<file path="src/rtl/cbez_pkg.sv">
// ----------------------------------------------------------------------------
// cbez_pkg: shared types and constants of the cubic Bezier point evaluator
// Fixed point formats, control point register map and pipeline side-band.
// ----------------------------------------------------------------------------
package cbez_pkg;

  // coordinate and parameter formats
  localparam int COORD_W   = 16;            // signed Q2.14
  localparam int T_W       = 16;            // unsigned Q1.15
  localparam int FRAC_BITS = 15;
  localparam int DIFF_W    = COORD_W + 1;
  localparam int PROD_W    = 2 * DIFF_W;
  localparam int SHIFT_W   = PROD_W - FRAC_BITS;

  localparam logic [T_W-1:0] T_ONE = T_W'(32768);
  localparam logic signed [PROD_W-1:0] ROUND_BIAS = PROD_W'(16384);

  // register map
  localparam int NUM_REGS = 8;
  localparam int REG_IDX_W = 3;
  localparam int ADDR_W = REG_IDX_W + 2;
  localparam int DATA_W = 32;
  localparam int MAX_POINTS = 4;

  typedef logic signed [COORD_W-1:0] coord_t;
  typedef logic [T_W-1:0] param_t;
  typedef logic signed [PROD_W-1:0] prod_t;

  // reset values of p0_x, p0_y .. p3_x, p3_y
  localparam coord_t REG_RESET [NUM_REGS] = '{
    -16'sd16384, 16'sd0, -16'sd4915, 16'sd8192,
    16'sd11469, -16'sd8192, 16'sd16384, 16'sd0
  };

  // side-band that travels with each transaction down the pipeline
  typedef struct packed {
    logic   valid;
    param_t t;
  } ctl_t;

endpackage

</file>
<file path="src/rtl/cbez_lerp.sv">
// ----------------------------------------------------------------------------
// cbez_lerp: one De Casteljau interpolation level
// Two register stages: difference times t, then round, shift and add.
// ----------------------------------------------------------------------------
module cbez_lerp #(
  parameter int NUM_IN = 4
) (
  input  logic                                  clk,
  input  logic                                  rst,
  input  logic                                  adv,
  input  cbez_pkg::ctl_t                        ctl_in,
  input  cbez_pkg::coord_t [NUM_IN-1:0]         x_in,
  input  cbez_pkg::coord_t [NUM_IN-1:0]         y_in,
  output cbez_pkg::ctl_t                        ctl_out,
  output cbez_pkg::coord_t [NUM_IN-2:0]         x_out,
  output cbez_pkg::coord_t [NUM_IN-2:0]         y_out
);

  localparam int NUM_OUT = NUM_IN - 1;

  cbez_pkg::ctl_t   ctl_a;
  cbez_pkg::coord_t base_x [NUM_OUT];
  cbez_pkg::coord_t base_y [NUM_OUT];
  cbez_pkg::prod_t  prod_x [NUM_OUT];
  cbez_pkg::prod_t  prod_y [NUM_OUT];
  cbez_pkg::prod_t  prod_x_next [NUM_OUT];
  cbez_pkg::prod_t  prod_y_next [NUM_OUT];
  cbez_pkg::coord_t res_x_next [NUM_OUT];
  cbez_pkg::coord_t res_y_next [NUM_OUT];

  // stage a: (b - a) * t for each neighbor pair
  always_comb begin
    logic signed [cbez_pkg::DIFF_W-1:0] t_s;
    logic signed [cbez_pkg::DIFF_W-1:0] dx;
    logic signed [cbez_pkg::DIFF_W-1:0] dy;
    t_s = $signed({1'b0, ctl_in.t});
    for (int j = 0; j < NUM_OUT; j++) begin
      dx = $signed({x_in[j+1][cbez_pkg::COORD_W-1], x_in[j+1]})
         - $signed({x_in[j][cbez_pkg::COORD_W-1], x_in[j]});
      dy = $signed({y_in[j+1][cbez_pkg::COORD_W-1], y_in[j+1]})
         - $signed({y_in[j][cbez_pkg::COORD_W-1], y_in[j]});
      prod_x_next[j] = dx * t_s;
      prod_y_next[j] = dy * t_s;
    end
  end

  always_ff @(posedge clk) begin
    if (rst) begin
      ctl_a.valid <= 1'b0;
    end else if (adv) begin
      ctl_a.valid <= ctl_in.valid;
    end
  end

  always_ff @(posedge clk) begin
    if (adv) begin
      ctl_a.t <= ctl_in.t;
      for (int j = 0; j < NUM_OUT; j++) begin
        base_x[j] <= x_in[j];
        base_y[j] <= y_in[j];
        prod_x[j] <= prod_x_next[j];
        prod_y[j] <= prod_y_next[j];
      end
    end
  end

  // stage b: round half up, floor shift and add to the base point
  always_comb begin
    cbez_pkg::prod_t sx;
    cbez_pkg::prod_t sy;
    logic signed [cbez_pkg::SHIFT_W-1:0] ax;
    logic signed [cbez_pkg::SHIFT_W-1:0] ay;
    for (int j = 0; j < NUM_OUT; j++) begin
      sx = (prod_x[j] + cbez_pkg::ROUND_BIAS) >>> cbez_pkg::FRAC_BITS;
      sy = (prod_y[j] + cbez_pkg::ROUND_BIAS) >>> cbez_pkg::FRAC_BITS;
      ax = cbez_pkg::SHIFT_W'(base_x[j]) + sx[cbez_pkg::SHIFT_W-1:0];
      ay = cbez_pkg::SHIFT_W'(base_y[j]) + sy[cbez_pkg::SHIFT_W-1:0];
      res_x_next[j] = ax[cbez_pkg::COORD_W-1:0];
      res_y_next[j] = ay[cbez_pkg::COORD_W-1:0];
    end
  end

  always_ff @(posedge clk) begin
    if (rst) begin
      ctl_out.valid <= 1'b0;
    end else if (adv) begin
      ctl_out.valid <= ctl_a.valid;
    end
  end

  always_ff @(posedge clk) begin
    if (adv) begin
      ctl_out.t <= ctl_a.t;
      for (int j = 0; j < NUM_OUT; j++) begin
        x_out[j] <= res_x_next[j];
        y_out[j] <= res_y_next[j];
      end
    end
  end

endmodule

</file>
<file path="config.mk">
export PLATFORM = sky130hd
export DESIGN_NAME = cbez_lerp
export DESIGN_NICKNAME = d
export VERILOG_FILES = /design/src/rtl/cbez_pkg.sv /design/src/rtl/cbez_lerp.sv
export SDC_FILE = /design/constraint.sdc
export NUM_CORES = 2
export LEC_CHECK = 0
export ABC_CLOCK_PERIOD_IN_PS = 8300
export BUFFER_PORTS_ARGS = -buffer_cell sky130_fd_sc_hd__buf_2
export CORE_MARGIN = 8
export CORE_UTILIZATION = 60
export DETAILED_ROUTE_END_ITERATION = 10
export PLACE_DENSITY_LB_ADDON = 0.08
export REMOVE_ABC_BUFFERS = 1
export SLEW_MARGIN = 10
export SYNTH_ARGS = -nofsm -noshare
export SYNTH_HDL_FRONTEND = slang
export SYNTH_SLANG_ARGS = --single-unit
</file>
<file path="constraint.sdc">
create_clock -name clk -period 8.3 [get_ports clk]
set_input_delay 0.83 -clock clk [delete_from_list [all_inputs] [get_ports clk]]
set_output_delay 0.83 -clock clk [all_outputs]
set_load 0.01 [all_outputs]
</file>
==> parameters.txt <==
Parameter                              Value

Worst hold path
  Class of the tightest hold or removal check    in -> reg

Timing
  Final setup skew    0.03611 ns
  Achievable Freq    ~120 MHz
  Fraction of the cycle the final worst path needs    0.9774
  Number of hold violations in the final report    0
  Transition at the pin with the smallest max-transition slack    between 1 and 1.5 ns
  Slew margin rel.    0.2941
  Final setup violation count    0
  Tmin final    between 8 and 9 ns
  Setup repair after global routing missed its margin    true
  Post-route worst setup slack    between 0.15 and 0.2 ns
  Pins over their slew limit    0
  Worst-case hold slack    just under 0.4 ns

Synth
  Synthesized area    a little under 80000 sq um
  Asr flop ratio synth    0
  Seq/Total Area, Yosys    0.1276
  Number of synthesized register bits    about 330
  Mean post-synth cell area    approximately 9.4 sq um
  Post-synth EDFFs    between 300 and 400
  Number of distinct library cells after synthesis    79
  Cells after Synth    8178
  Dominant register cell in the synthesized netlist    sky130_fd_sc_hd__edfxtp_1
  Syn. warnings    0

Worst setup path
  Worst stage delay on the critical path    between 0.5 and 0.6 ns
  Slowest cell on crit path    sky130_fd_sc_hd__fa_1
  Crit Reg-Reg Endpoint    y_out[46]
  Critical R2R Launch    prod_y[0][82]
  Required time reported for the critical path endpoint    between 8 and 9 ns
  Worst Path Class, Setup    in -> reg
  Crit. End Element    flop
  Reg2reg setup slack    ~4.2 ns
  CP Launch Type    input port
  R2R cell count    13
  Arrival time at the worst endpoint    roughly 8.5 ns
  Most Frequent Cell on Critical Path    sky130_fd_sc_hd__fa_1
  Beginning of the critical path    x_in[17]
  End of the critical path    prod_x[0][64]
  Largest fanout of any net on the critical path    6

Die
  Die span in x    approximately 370 microns
  Full die area    around 140000 sq um
  Effective utilization at floorplan    0.6040
  Placeable core area    127500 sq um
  Number of placement rows    131
  Vert. Die Dim    about 370 microns
  Count of pins on the block boundary    around 260

Finish
  Net count, final    between 10000 and 15000
  Final cell count without fillers    ~11000
  Layout cells sized above 1    0.1472
  Final standard cell utilization of the core    0.6914
  Area delta synth->final    14.47%
  Filler instances    slightly above 10000

Route
  Remaining routing DRC violations    2
  Post-detailed-route wirelength per cell    between 15 and 20 microns
  Detailed Route Iter0 Violations    around 3700
  Number of search-and-repair iterations in the first detailed-routing pass    9
  Vias per std cell    between 5 and 6
  Vias after detailed routing    approximately 57000
  Routed Antenna Nets    0
  Detailed Route WL    between 200000 and 250000 microns

GRT
  Total global routing overflow    0
  Global-route wire length before repair    approximately 330000 microns
  Total routing resource utilization after global routing    0.2999
  Number of antenna violations at the first check in global routing    24
  Vias in the first global route    roughly 62000
  Maximum number of pins on one net before global-route repair    124

Placement
  Port-buffer cells    260
  Hpwl dp    approximately 170000 microns
  Cell count after placement    ~11000
  Final Wtd Congestion    about 0.93
  Pre-CTS WS    -0.9629 ns

Outcome
  Failing checks    DRC
  Result of the run    complete, but fails checks

Clock network
  Clock buffer count from CTS    44
  Count of hold buffers inserted by post-cts repair    0
  Cell at the root of the clock tree    sky130_fd_sc_hd__clkbuf_16
  Number of buffers on the longest clock path    3
  Clock transition at the registers of the reported paths    0.06 ns
  CTS H-Tree Depth    2
  Clock tree from TritonCTS    yes
  Clock network latency to the later pin of the worst-skew pair    0.63 ns
  TritonCTS Sinks    between 300 and 400

Job
  MaxCap Viol Count    0
layer usage:
layer / global-route usage / wire length (microns) / vias to the layer above
li1: - / - / 26101
met1: 0.3892 / 83150 / 28950
met2: 0.5023 / 99120 / 1794
met3: 0.04898 / 15550 / 417
met4: 0.1242 / 10670 / 6
met5: 0 / 42 / -
worst max-delay path: cells and delay by family:
kind	cells	cell delay, ns
compound gates	8	1.43
simple gates	7	1.14
fa+ha+maj	8	3.64
xor+xnor	2	0.42
buf+inv	9	0.99
worst min path at each step:
| stage | start | end | slack (ns) | cells past startpoint |
|---|---|---|---|---|
| floorplan | ctl_a[0] | ctl_out[0] | 0.40 | 0 |
| global placement | ctl_a[2] | ctl_out[2] | 0.40 | 0 |
| detailed placement | ctl_a[15] | ctl_out[15] | 0.41 | 0 |
| CTS | y_in[11] | base_y[0][11] | 0.35 | 1 |
| global route | y_in[11] | base_y[0][11] | 0.37 | 1 |
| finish | y_in[15] | base_y[0][15] | 0.39 | 1 |
metrics by stage:
| step | TNS (ns) | cell area [sq um] |
|---|---|---|
| finish | 0 | 88170 |
| global route | -0.4032 | 88140 |
| CTS | 0 | 87260 |
| detailed placement | -26.60 | 85620 |
| global placement | -20.59 | 85620 |
| floorplan | -1.562 | 75930 |
synth_stat cells (all sizes together) (4+ instances only):
cell	n	area share
a2111oi	7	0.0014
a211oi	24	0.0025
a21boi	7	0.00068
a21o	49	0.0048
a21oi	172	0.011
a22o	23	0.0026
a311oi	10	0.0011
a31o	12	0.0014
a31oi	20	0.0016
and2	668	0.054
and3	34	0.0028
and4	6	0.00075
buf	6	0.00039
clkbuf	284	0.014
edfxtp	326	0.13
fa	1518	0.39
ha	679	0.11
inv	2094	0.10
mux2i	4	0.00052
nand2	891	0.043
nand2b	67	0.0054
nand3	76	0.0049
nand3b	8	0.00078
nand4	30	0.0024
nand4b	5	0.00057
nor2	155	0.0076
nor2b	154	0.013
nor3	70	0.0046
nor3b	4	0.00039
o2111ai	11	0.0013
o211ai	6	0.00058
o21a	39	0.0038
o21ai	83	0.0055
o21bai	35	0.0034
o311ai	4	0.00055
o31a	6	0.00068
o31ai	9	0.0011
or2	15	0.0012
or3	22	0.0018
or4	5	0.00049
xnor2	382	0.043
xnor3	5	0.0015
xor2	116	0.013
cells in the final DEF, fill, tap and decap left out, types with 12 or more instances in the layout:
cell and count:
sky130_fd_sc_hd__a31oi_1 15, sky130_fd_sc_hd__buf_12 23, sky130_fd_sc_hd__nor2b_1 146, sky130_fd_sc_hd__xnor2_1 370, sky130_fd_sc_hd__edfxtp_1 326, sky130_fd_sc_hd__ha_1 665
sky130_fd_sc_hd__or3_1 21, sky130_fd_sc_hd__buf_4 811, sky130_fd_sc_hd__a31o_2 12, sky130_fd_sc_hd__fa_2 18, sky130_fd_sc_hd__inv_1 2086, sky130_fd_sc_hd__a21oi_1 156
sky130_fd_sc_hd__and3_1 33, sky130_fd_sc_hd__o21bai_1 35, sky130_fd_sc_hd__clkbuf_16 44, sky130_fd_sc_hd__nand2b_1 67, sky130_fd_sc_hd__buf_2 236, sky130_fd_sc_hd__nand3_1 73
sky130_fd_sc_hd__a22o_1 23, sky130_fd_sc_hd__a21oi_2 14, sky130_fd_sc_hd__xnor2_2 12, sky130_fd_sc_hd__nor2_1 149, sky130_fd_sc_hd__o21ai_0 61, sky130_fd_sc_hd__nand2_1 887
sky130_fd_sc_hd__o21ai_2 12, sky130_fd_sc_hd__a211oi_1 18, sky130_fd_sc_hd__xor2_1 115, sky130_fd_sc_hd__nor3_1 69, sky130_fd_sc_hd__a21o_1 48, sky130_fd_sc_hd__diode_2 14
sky130_fd_sc_hd__o21a_1 38, sky130_fd_sc_hd__fa_1 1500, sky130_fd_sc_hd__and2_1 663, sky130_fd_sc_hd__nand4_1 30, sky130_fd_sc_hd__or2_2 14
kinds of logic after synthesis:
family / Yosys count / share of synthesized area
AOI/OAI and AO/OA: 543 / 0.04771
xor gates and xnor gates: 503 / 0.05809
adders and majority gates: 2197 / 0.5048
buffers and inverters: 2384 / 0.1163
DFF: 328 / 0.1276
muxes: 5 / 0.0006660
and+or+nand+nor: 2218 / 0.1448
flip-flops by register name, summed over array words and instances (netlist names):
name / cells
base_x: 48
base_y: 48
ctl_a: 17
ctl_out: 17
prod_x: 51
prod_y: 51
x_out: 48
y_out: 48
final cells by class:
class,instances,area (sq um),area share
antenna,14,35.03,0.0003973
clock buffer,51,1127,0.01279
clock inverter,29,394.1,0.004470
inverter,2094,7866,0.08922
multi-input combinational,5466,58980,0.6689
sequential,328,9829,0.1115
tap,1662,2079,0.02359
timing repair buffer,1081,7858,0.08912
what timing repair did:
action,in CTS,in global routing
cloned,0,1
gates resized for setup,25,169
endpoints found under the setup margin,9,36
setup buffers,3,19
pin swaps,6,142
Power is not shown: default switching activity piles up to over one toggle a cycle in this logic, so the estimate is an artifact.
